--- src/design/pfa_ram.sv ---
// ----------------------------------------------------------------------------
// pfa_ram
// Generic simple dual-port RAM: one write port, one read port with a
// registered read that holds its data while no read is issued.
// ----------------------------------------------------------------------------
module pfa_ram #(
    parameter int WIDTH = 8,
    parameter int DEPTH = 256
) (
    input  logic                     i_clk,
    input  logic                     i_wr_en,
    input  logic [$clog2(DEPTH)-1:0] i_wr_addr,
    input  logic [WIDTH-1:0]         i_wr_data,
    input  logic                     i_rd_en,
    input  logic [$clog2(DEPTH)-1:0] i_rd_addr,
    output logic [WIDTH-1:0]         o_rd_data
);

    logic [WIDTH-1:0] r_mem [DEPTH];
    logic [WIDTH-1:0] r_rd_data;

    // Write port and registered read port.
    always_ff @(posedge i_clk) begin
        if (i_wr_en) begin
            r_mem[i_wr_addr] <= i_wr_data;
        end
        if (i_rd_en) begin
            r_rd_data <= r_mem[i_rd_addr];
        end
    end

    assign o_rd_data = r_rd_data;

endmodule

--- config.mk ---
export PLATFORM = sky130hd
export DESIGN_NAME = pfa_ram
export DESIGN_NICKNAME = d
export VERILOG_FILES = /design/src/design/pfa_ram.sv
export SDC_FILE = /design/constraint.sdc
export NUM_CORES = 2
export LEC_CHECK = 0
export BUFFER_PORTS_ARGS = -buffer_cell sky130_fd_sc_hd__buf_4
export CAP_MARGIN = 20
export CORE_MARGIN = 1.5
export CORE_UTILIZATION = 31
export CTS_BUF_LIST = sky130_fd_sc_hd__clkbuf_16
export DETAILED_ROUTE_END_ITERATION = 16
export GPL_TIMING_DRIVEN = 0
export SLEW_MARGIN = 20
export SYNTH_ARGS = -nofsm -noshare
export SYNTH_HDL_FRONTEND = slang
export SYNTH_SLANG_ARGS = --single-unit
--- constraint.sdc ---
create_clock -name i_clk -period 2.9 [get_ports i_clk]
set_input_delay 0 -clock i_clk [delete_from_list [all_inputs] [get_ports i_clk]]
set_output_delay 0 -clock i_clk [all_outputs]
set_load 0.005 [all_outputs]
After elaboration in Yosys (flattened, before gate mapping)
Memory sizes are Yosys's and may differ from the RTL's. A register that Yosys moved wholly into a read port is not among the register bits.
Cells that the tools add are included.
Widths: inputs -> output; s select.
Cells by class
  add/sub/neg operators: 0
  $mul: 0
  div/mod/pow operators: 0
  $lt $le $gt $ge: 0
  equal/unequal tests: 0
  shift-type cells: 0
  mux-type cells: 2
  bitwise logic cells: 0
  reduce and logical (&&, ||, !) cells: 0
Operator list (number)
  $mux 1: 2
Word-level totals
  flip-flop bits (word level): 0
  latch bits: 0
  bits in writable memories: 2048
  bits in read-only memories: 0
  bits of input ports: 27
  output and inout port bits: 8
  logic and storage cells: 3
  memories kept: 1
Memory list
  r_mem: words 256, width 8, rd ports 1, clocked after memory_dff 1, write ports 1, line 19  | logic [WIDTH-1:0] r_mem [DEPTH];

Depth between registers and ports, before layout
  depth in word-level cells: 2
  mapped depth: 11

Worst setup path after synthesis
Ideal clock, no wire load.
  path type: in2reg
  start point: input port i_rd_addr[0]
  end point: register r_rd_data[2] (netlist: o_rd_data[2]), read port of r_mem (data pin)
  library setup time: 0.269 ns
  arrival: 1.807 ns
  required time: 2.631 ns
  setup slack: 0.824 ns
  cell stages on the path: 9
  path buffers: 4
  path through: buf_6 > buf_12 > buf_8 > buf_2 > mux4_2 > a22oi_1 > a21oi_1 > nor4_1 > nor4_2
RTL lines
  start: declaration: line 15  | input logic [$clog2(DEPTH)-1:0] i_rd_addr,
  end: declaration: line 20  | logic [WIDTH-1:0] r_rd_data;

==> key figures <==
Status
  • Status: complete, but fails checks
  • Failing checks: negative setup slack

Clock network
  • Clk root buf: clkbuf_16
  • CTS H-tree lvls: 4
  • Worst-path clk slew: 0.06 ns
  • Inserted Clock Buffers: 205
  • Worst-Skew Late Latency: 0.86 ns
  • Setup Buffers After CTS: 0
  • Clock Path Buffers: 3
  • CTS tree: built
  • CTS sink cnt: 2056

Drt
  • DRC Markers: 0
  • 1st-pass router iterations: 6
  • Total vias in the final route: 41.7k
  • WL per Instance: 32.3 um
  • DRT Wirelength: around 240 mm
  • Detail Route Antenna Nets: 0
  • Vias per cell: 5.51
  • DRC marker count from the first detailed-route iteration: 6192

Pwr
  • PwrDens: between 600 and 700 nW/um^2
  • Sw Ratio: 0.225
  • Peak VDD IR: between 0.7 and 0.8 mV
  • Sequential share of power: 0.526
  • Leakage: roughly 28 nW
  • NetSw: 14.0 mW
  • Part of the power in combinational logic: 0.058
  • Clock power share: 0.415
  • Power, Total: 62.3 mW
  • Power Internal: ~48 mW

Synthesis
  • Cell Area, Synth: 79600 sq um
  • Post-Syn Instances: 3733
  • Synthesized area per cell: approximately 21 sq um
  • Post-Synthesis Net Count: 3760
  • Main synth FF type: edfxtp_1
  • Async SR Flop Fraction: 0
  • FF+latch count, synth: 2056
  • Netlist cell types: 54
  • Synth Warn #: 0
  • Seq/Total Area, Yosys: 0.775
  • Number of synthesized flops with an enable pin: 2056

Die
  • Top Ports: 35
  • Core area: ~250000 sq um
  • Die area: about 260000 sq um
  • Die H: 510 um
  • Starting Density: 0.312
  • DIE WIDTH: 510 um
  • # rows: 185

GRT
  • Total gr overflow: 0
  • Vias in the first global route: 40.6k
  • Initial antenna violation count: 26
  • GRT Util Overall: 0.185
  • First-pass GRT wire length: 331 mm
  • Largest net degree at the start of global routing: 128

Worst setup path
  • Startpoint class of the critical path: input pin
  • CP Data Required Time: 3.44 ns
  • Reg2Reg Setup Slack: -0.04 ns
  • Crit path DAT: 3.59 ns
  • CP Max Fanout: 10
  • Critical path type: input pin to flip-flop
  • Critical Path Sink Type: flip-flop

Layout
  • Share of layout cells above drive strength 1: 0.242
  • Number of fill cells: 23.1k
  • Fin nets: 4042
  • Most common cell after layout, fill and taps aside: edfxtp_1
  • Finished Core Util: 0.362
  • Synthesis-to-layout area growth: 15.7%
  • Commonest cells after routing, fill and taps aside: edfxtp_1 (2056), mux4_2 (454), nor2_1 (275), clkbuf_16 (206), mux2i_1 (134)

Placement
  • DP HPWL: 165 mm
  • Dpl ws: -2.06 ns
  • Routability cong.: 0.908
  • Port bufs: 27

Hold path
  • Worst min path class: input pin to flip-flop

Run
  • Max Cap Violations: 0

STA
  • Pins Over Slew Limit: 0
  • Slew HR: 0.244
  • Minimum clock period: 3.05 ns
  • Crit share post-route: 1.05
  • Final setup fails: 8
  • RSZ-0062 raised after global routing: true
  • Clk_skew: 0.0249 ns
  • Setup WS post-layout: -0.153 ns
  • Worst Max-Slew Pin Slew: 1.13 ns
  • Max frequency: 328 MHz
  • Hold Violations, Final: 0
flip-flops by register name, summed over array words and instances (netlist names):
name,cells
o_rd_data,8
r_mem,2048
metal layers:
layer	wire length (um)	part of all wire	GRT usage	up-vias
li1	-	-	-	16300
met1	94800	0.39	0.245	22500
met2	113000	0.46	0.286	2443
met3	25800	0.11	0.0501	475
met4	10200	0.042	0.0758	26
met5	162	0.00066	0	-
area by class of cell:
cell class	instances	area [sq um]	area share
antenna	11	27.5	0.000299
buffer	232	1550	0.0168
clock buffer	206	5150	0.0559
clock inverter	172	1370	0.0149
inverter	2	7.51	0.0000815
multi-input combinational	1442	16800	0.182
sequential	2056	61700	0.670
tap	3366	4210	0.0457
timing repair buffer	76	1330	0.0144
cell usage after synthesis, types with 27 or more instances:
| library cell | instances | share of area |
|---|---|---|
| o221ai_1 | 46 | 0.0051 |
| nand3_1 | 34 | 0.0021 |
| nor2b_1 | 31 | 0.0024 |
| nand2_1 | 33 | 0.0016 |
| buf_4 | 27 | 0.0025 |
| clkbuf_1 | 111 | 0.0052 |
| a22oi_1 | 133 | 0.013 |
| mux2i_1 | 134 | 0.017 |
| nor2_1 | 282 | 0.013 |
| mux4_2 | 454 | 0.13 |
| edfxtp_1 | 2056 | 0.78 |
| buf_2 | 31 | 0.0019 |
| a21oi_1 | 96 | 0.0060 |
| o22ai_1 | 28 | 0.0022 |
what timing repair did:
item,CTS,global route
hold buffers,12,0
endpoints found under the setup margin,8,7
hold endpoints to repair,1513,0
resized for setup,51,19
cells by family (layout without fill, tap and decap cells):
logic type,Yosys count,count (layout),share of synthesized area
other cells,0,11,0
flops,2056,2056,0.775
mux,591,591,0.146
compound gates,385,385,0.0342
simple gates,466,466,0.0263
buf+inv,235,688,0.0183
path summary, 6_finish.rpt:
| kind | cells past startpoint | startpoint | to |
|---|---|---|---|
| worst max-delay path | 9 | i_rd_addr[3] | o_rd_data[6] |
| worst min-delay path | 3 | i_wr_addr[6] | r_mem[196][6] |
| worst max register to register | 6 | r_mem[83][6] | o_rd_data[6] |
| worst min register to register | 6 | r_mem[202][7] | o_rd_data[7] |
critical path, cell delays in order:
cell             delay, ns
buf_4                 0.09
buf_2                 0.40
nor2b_1               0.18
buf_1                 0.44
clkdlybuf4s15_1       0.89
a22oi_1               0.20
a21oi_1               0.52
nor4_4                0.13
nor4_2                0.69
power by group through the flow:
| stage | Combinational (mW) | Sequential, mW | Clock [mW] |
|---|---|---|---|
| 6_report | 3.64 | 32.8 | 25.9 |
| 5_1_grt | 3.70 | 32.8 | 27.1 |
| 4_1_cts | 3.57 | 32.8 | 26.0 |
| 3_5_place_dp | 3.50 | 33.4 | 0 |
| 3_3_place_gp | 3.32 | 33.5 | 0 |
| 2_1_floorplan | 1.59 | 33.4 | 0 |
per-stage QoR:
stage / TNS (ns) / hold slack (ns) / cell area (sq um) / instances
detailed placement: -61.93 / 0.285 / 85200 / 7163
global route: -0.0593 / 0.0648 / 92100 / 7556
CTS: 0 / 0.0297 / 92000 / 7552
finish: -0.668 / 0.0999 / 92100 / 7563
global placement: -530.14 / 0.277 / 84100 / 7126
floorplan: 0 / 0.0989 / 79600 / 3733
Power figures use the tool's default switching activity.
