**config.mk**
```make
export PLATFORM = sky130hd
export DESIGN_NAME = pfa_clear
export DESIGN_NICKNAME = d
export VERILOG_FILES = /design/src/design/pfa_pkg.sv /design/src/design/pfa_clear.sv
export SDC_FILE = /design/constraint.sdc
export NUM_CORES = 1
export LEC_CHECK = 0
export ABC_AREA = 1
export BUFFER_PORTS_ARGS = -buffer_cell sky130_fd_sc_hd__buf_2
export CORE_UTILIZATION = 54
export CTS_BUF_LIST = sky130_fd_sc_hd__clkbuf_4 sky130_fd_sc_hd__clkbuf_8
export CTS_CLUSTER_DIAMETER = 30
export DETAILED_ROUTE_END_ITERATION = 16
export GPL_TIMING_DRIVEN = 0
export PLACE_DENSITY = 0.87
export SETUP_SLACK_MARGIN = 0.02
export SYNTH_ARGS = -nofsm -noshare
export SYNTH_HDL_FRONTEND = slang
export SYNTH_SLANG_ARGS = --single-unit
```
**constraint.sdc**
```tcl
create_clock -name i_clk -period 1.3 [get_ports i_clk]
set_clock_uncertainty 0.05 [all_clocks]
set_input_delay 0.26 -clock i_clk [delete_from_list [all_inputs] [get_ports i_clk]]
set_output_delay 0.26 -clock i_clk [all_outputs]
set_load 0.02 [all_outputs]
```
**src/design/pfa_pkg.sv**
```systemverilog
// ----------------------------------------------------------------------------
// pfa_pkg
// Shared types and constants of the page frame allocator: request and
// result items, table entry layout, memory request bundles, and codes.
// ----------------------------------------------------------------------------
package pfa_pkg;

    // Pool geometry and count width.
    localparam int PAGE_W   = 14;
    localparam int TOP_W    = PAGE_W + 1;
    localparam int REF_BITS = 16;
    localparam int NUM_PAGES_INT = 16384;

    localparam logic [TOP_W-1:0]    NUM_PAGES = TOP_W'(NUM_PAGES_INT);
    localparam logic [PAGE_W-1:0]   LAST_PAGE = PAGE_W'(NUM_PAGES_INT - 1);
    localparam logic [REF_BITS-1:0] REF_MAX   = '1;
    localparam logic [REF_BITS-1:0] REF_ONE   = REF_BITS'(1);

    // Request codes.
    localparam logic [2:0] REQ_ADD    = 3'd0;
    localparam logic [2:0] REQ_ALLOC  = 3'd1;
    localparam logic [2:0] REQ_FREE   = 3'd2;
    localparam logic [2:0] REQ_ADDREF = 3'd3;
    localparam logic [2:0] REQ_QUERY  = 3'd4;

    // Status codes.
    localparam logic [2:0] ST_OK        = 3'd0;
    localparam logic [2:0] ST_EMPTY     = 3'd1;
    localparam logic [2:0] ST_DEFERRED  = 3'd2;
    localparam logic [2:0] ST_DUPLICATE = 3'd3;
    localparam logic [2:0] ST_FAULT     = 3'd4;

    // Input item.
    typedef struct packed {
        logic [2:0]        req_type;
        logic [PAGE_W-1:0] page;
    } t_req;

    // Result item.
    typedef struct packed {
        logic [2:0]          status;
        logic [PAGE_W-1:0]   frame;
        logic [REF_BITS-1:0] ref_count;
        logic                is_managed;
        logic [TOP_W-1:0]    free_count;
    } t_rsp;

    // One frame's record in the frame table.
    typedef struct packed {
        logic [REF_BITS-1:0] ref_cnt;
        logic                managed;
        logic                is_free;
    } t_entry;

    // Frame table access from the controller.
    typedef struct packed {
        logic              rd_en;
        logic [PAGE_W-1:0] rd_addr;
        logic              wr_en;
        logic [PAGE_W-1:0] wr_addr;
        t_entry            wr_data;
    } t_tbl_req;

    // Free stack access from the controller.
    typedef struct packed {
        logic              rd_en;
        logic [PAGE_W-1:0] rd_addr;
        logic              wr_en;
        logic [PAGE_W-1:0] wr_addr;
        logic [PAGE_W-1:0] wr_data;
    } t_stk_req;

    // Status of the post-reset table clearing sweep.
    typedef struct packed {
        logic              busy;
        logic [PAGE_W-1:0] addr;
    } t_clr;

endpackage

```
**src/design/pfa_clear.sv**
```systemverilog
// ----------------------------------------------------------------------------
// pfa_clear
// Sweeps the frame table once after reset, one entry per cycle, so that
// every frame starts unmanaged, not free and with a zero count.
// ----------------------------------------------------------------------------
module pfa_clear (
    input  logic          i_clk,
    input  logic          i_rst_n,
    output pfa_pkg::t_clr o_clr
);

    logic                      r_busy;
    logic [pfa_pkg::PAGE_W-1:0] r_addr;

    // Address counter runs from the first to the last frame, then stops.
    always_ff @(posedge i_clk) begin
        if (!i_rst_n) begin
            r_busy <= 1'b1;
            r_addr <= '0;
        end else if (r_busy) begin
            r_addr <= r_addr + 1'b1;
            if (r_addr == pfa_pkg::LAST_PAGE) begin
                r_busy <= 1'b0;
            end
        end
    end

    assign o_clr.busy = r_busy;
    assign o_clr.addr = r_addr;

endmodule

```
Yosys cells after proc, flatten, opt, wreduce, memory -nomap -nowiden. Index checks and enable logic that the tools add are counted.

Bits in registers: 15. Word-level logic and storage cells: 6. RAM bits: 0. Input bits: 2. Output and inout port bits: 15. Memories: 0. Bits in latches: 0. Bits in read-only memories: 0.

Divide/modulo/power cells: 0. Bitwise logic cells: 0. Mux-type cells: 2. Reduce and logical (&&, ||, !) cells: 0. Add/subtract/negate cells: 1. Shift operators: 0. Magnitude comparators: 0. $mul: 0. Equality and inequality tests: 1.

Operators by type and width (count): 14-bit by 1-bit adder with 14-bit output, second input constant (1); 14-bit equality test, second input constant (1); 1-bit two-way mux (2).

Depth between registers and ports, before layout.
Depth in word-level cells: 3. Mapped depth: 7. Gate-level depth less buffers: 7.

Least setup slack after synthesis. No wires, ideal clock.

Path type: register -> register. Start point: reg r_addr[0] (netlist name). End point: reg r_addr[12] (netlist name). Cell stages (with the launch flop): 7. Period minus slack after synthesis: 1387 ps. Path buffers: 0. Setup slack: -87 ps. Data required time: 1134 ps. Data arrival time: 1222 ps. Path through: dfxtp_1 ha_1 nand3_1 nor2_4 nand2_2 o21ai_0 nor2_1.

Word-level cells in the longest chain between the ends: 1.

RTL lines: from (decl) (RTL line pfa_clear.sv:13) `logic [pfa_pkg::PAGE_W-1:0] r_addr;`; from (signal assigned) (RTL line pfa_clear.sv:21) `r_addr <= r_addr + 1'b1;`; 14-bit by 1-bit adder with 14-bit output (RTL line pfa_clear.sv:21).

No other way between the ends. A chain may end at the register's enable or synchronous reset.

Worst setup path after layout.
Start point: reg r_addr[4] (netlist name). End point: out o_clr[4] (netlist name).

RTL lines: to (decl) (RTL line pfa_clear.sv:9) `output pfa_pkg::t_clr o_clr`.

No word-level cell between the ends.

==> out/qor.csv <==
metric,value,unit
"delay-heaviest family, CP",flip-flops,
H-tree levels,1,
Critical Path Sink Type,output pin,
most frequent cells in the layout,"nand2_1, nor2_1, buf_2, inv_1, dfxtp_1",
warnings from Yosys,0,
Routed Antenna Nets,0,
Cells after Synth,111,
sequential share of the synthesized area,0.397,
Die X,39.4,um
fmax,823,MHz
Post-Route WL,1760,um
DR iter-0 viols,17,
synth top area cells,"dfxtp_1, nand2_1, nor2_1",
critical path class,flip-flop to output pin,
max_slew headroom,0.848,
syn nets,114,
grt ovf,0,
grt met1 use,0.276,
Worst EP required,0.99,ns
clock buffer count from CTS,3,
final setup fails,0,
met2 Use GR,0.451,
Layout area overhead,25.3,%
PwrDens,857,nW/um^2
antenna violations before repair,0,
vias per inst,5.26,
TNS Setup,0,ns
first-pass GRT wire length,2650,um
"commonest non-fill, non-tap cell in the layout",nand2_1,
CP cell instances,buf_2,
LEAKAGE,0.000403,uW
fill count,113,
CTS tree,built,
FP Rows,13,
GPL Wtd Cong,0.833,
CP arrival,0.91,ns
Placement Setup Slack,0.00999,ns
MaxCap Viol Count,0,
routed vias,779,
period utilisation layout,0.935,
largest net degree at the start of global routing,11,
"CTS clk-pin slew, worst paths",0.09,ns
vias in the first global route,647,
Netlist cell types,17,
setup ws final,0.0847,ns
cts-stage hold buffer count,0,
WL/cell,11.9,um
Least-Margin Pin Slew,0.226,ns
Avg Synthesized Cell Area,6.81,um^2
GR Util met3,0.0682,
DR DRC count,0,
total die area,1550,um^2
HP Class,primary input to flip-flop,
clk sink count,15,
Min Hold Slack,0.205,ns
IO Port Bufs,16,
Seq cells post-synth,15,
antenna cells,0,
"slowest stage delay, CP",0.41,ns
total power,812,uW
Clock Root Buffer,clkbuf_4,
Initial Util,0.581,
status,"complete, no violations",
DRT Pass-1 Iters,4,
grt peak-use layer,met2,
gr usage total,0.264,
Nets,137,
placeable core area,1300,um^2
Longest Clk Path Bufs,2,
Yosys top cell area share,0.397,
CP max stage cell,dfxtp_1,
cell taking the most area after synthesis,dfxtp_1,
I/O Pins,17,
insertion delay to the later sink of the worst-skew pair,0.30,ns
"Max FO, Critical Path",4,
Final min period,1.22,ns
crit start category,flip-flop,
peak supply drop,0.547,mV
estimated wirelength of the detail-placed design,1170,um
WP buf/inv,1,
RSZ-0062 raised after global routing,true,
synthesized area,756,um^2
final count of hold timing violations,0,
Die Ht,39.4,um
layout cells sized above 1,0.308,
max-slew violations,0,
## synthesized netlist by cell type (all sizes together)
master,number
o21ai,6
ha,1
nand2,27
buf,3
nor3,2
dfxtp,15
a21oi,5
nand4,2
nor2,26
nand3,9
xnor2,2
inv,13
## state kept, by name, summed over array words and instances (netlist names)
name and cells:
r_busy 1, r_addr 14
## logic make-up (layout without fill, tap and decap cells)
family | Yosys count | in the layout | synth area share
simple gates | 66 | 66 | 0.399
buf+inv | 16 | 38 | 0.0911
flops | 15 | 15 | 0.397
compound gates | 11 | 11 | 0.0728
xor+xnor | 2 | 2 | 0.0232
fa+ha+maj | 1 | 1 | 0.0166
## layout make-up
cell class	instances	area [um^2]	share of cell area
Inverter	13	48.8	0.0515
Multi-Input combinational cell	80	417	0.440
Tap cell	15	18.8	0.0198
Timing Repair Buffer	18	98.8	0.104
Clock buffer	3	22.5	0.0238
Sequential cell	15	313	0.330
Clock inverter	1	5.00	0.00528
Buffer	3	23.8	0.0251
## stage by stage
| stage | utilization | instance area, um^2 | std cells |
|---|---|---|---|
| 3_5_place_dp | 0.659 | 857 | 142 |
| 5_1_grt | 0.728 | 947 | 148 |
| 6_report | 0.728 | 947 | 148 |
| 2_1_floorplan | - | 758 | 111 |
| 4_1_cts | 0.701 | 912 | 147 |
| 3_3_place_gp | 0.659 | 857 | 142 |
## power by group
group | internal, uW | switching (uW) | leakage (uW)
sequential | 467 | 13.0 | 0.000124
clock | 115 | 163 | 0.0000177
combinational | 21.8 | 31.8 | 0.000261
## path summary, 6_finish.rpt
check | startpoint | to | slack (ns) | cells after the start
min reg2reg | r_addr[10]$_SDFFE_PN0P_ | r_addr[10]$_SDFFE_PN0P_ | 0.48 | 2
min | i_rst_n | r_addr[9]$_SDFFE_PN0P_ | 0.20 | 3
max reg2reg | r_addr[1]$_SDFFE_PN0P_ | r_addr[10]$_SDFFE_PN0P_ | 0.09 | 7
max | r_addr[4]$_SDFFE_PN0P_ | o_clr[4] | 0.08 | 1
## metal layers
| metal | vias to the layer above | wire length (um) |
|---|---|---|
| met2 | 29 | 824 |
| met5 | - | 0 |
| met3 | 7 | 84 |
| met1 | 352 | 794 |
| li1 | 391 | - |
| met4 | 0 | 56 |
## what timing repair did
action                     4_1_cts  5_1_grt
setup buffers                    1        1
setup endpoints to repair        3       10
gates cloned                     0        0
resized for setup                5       10
pin swaps                        1        4
(Power assumes the default switching activity.)
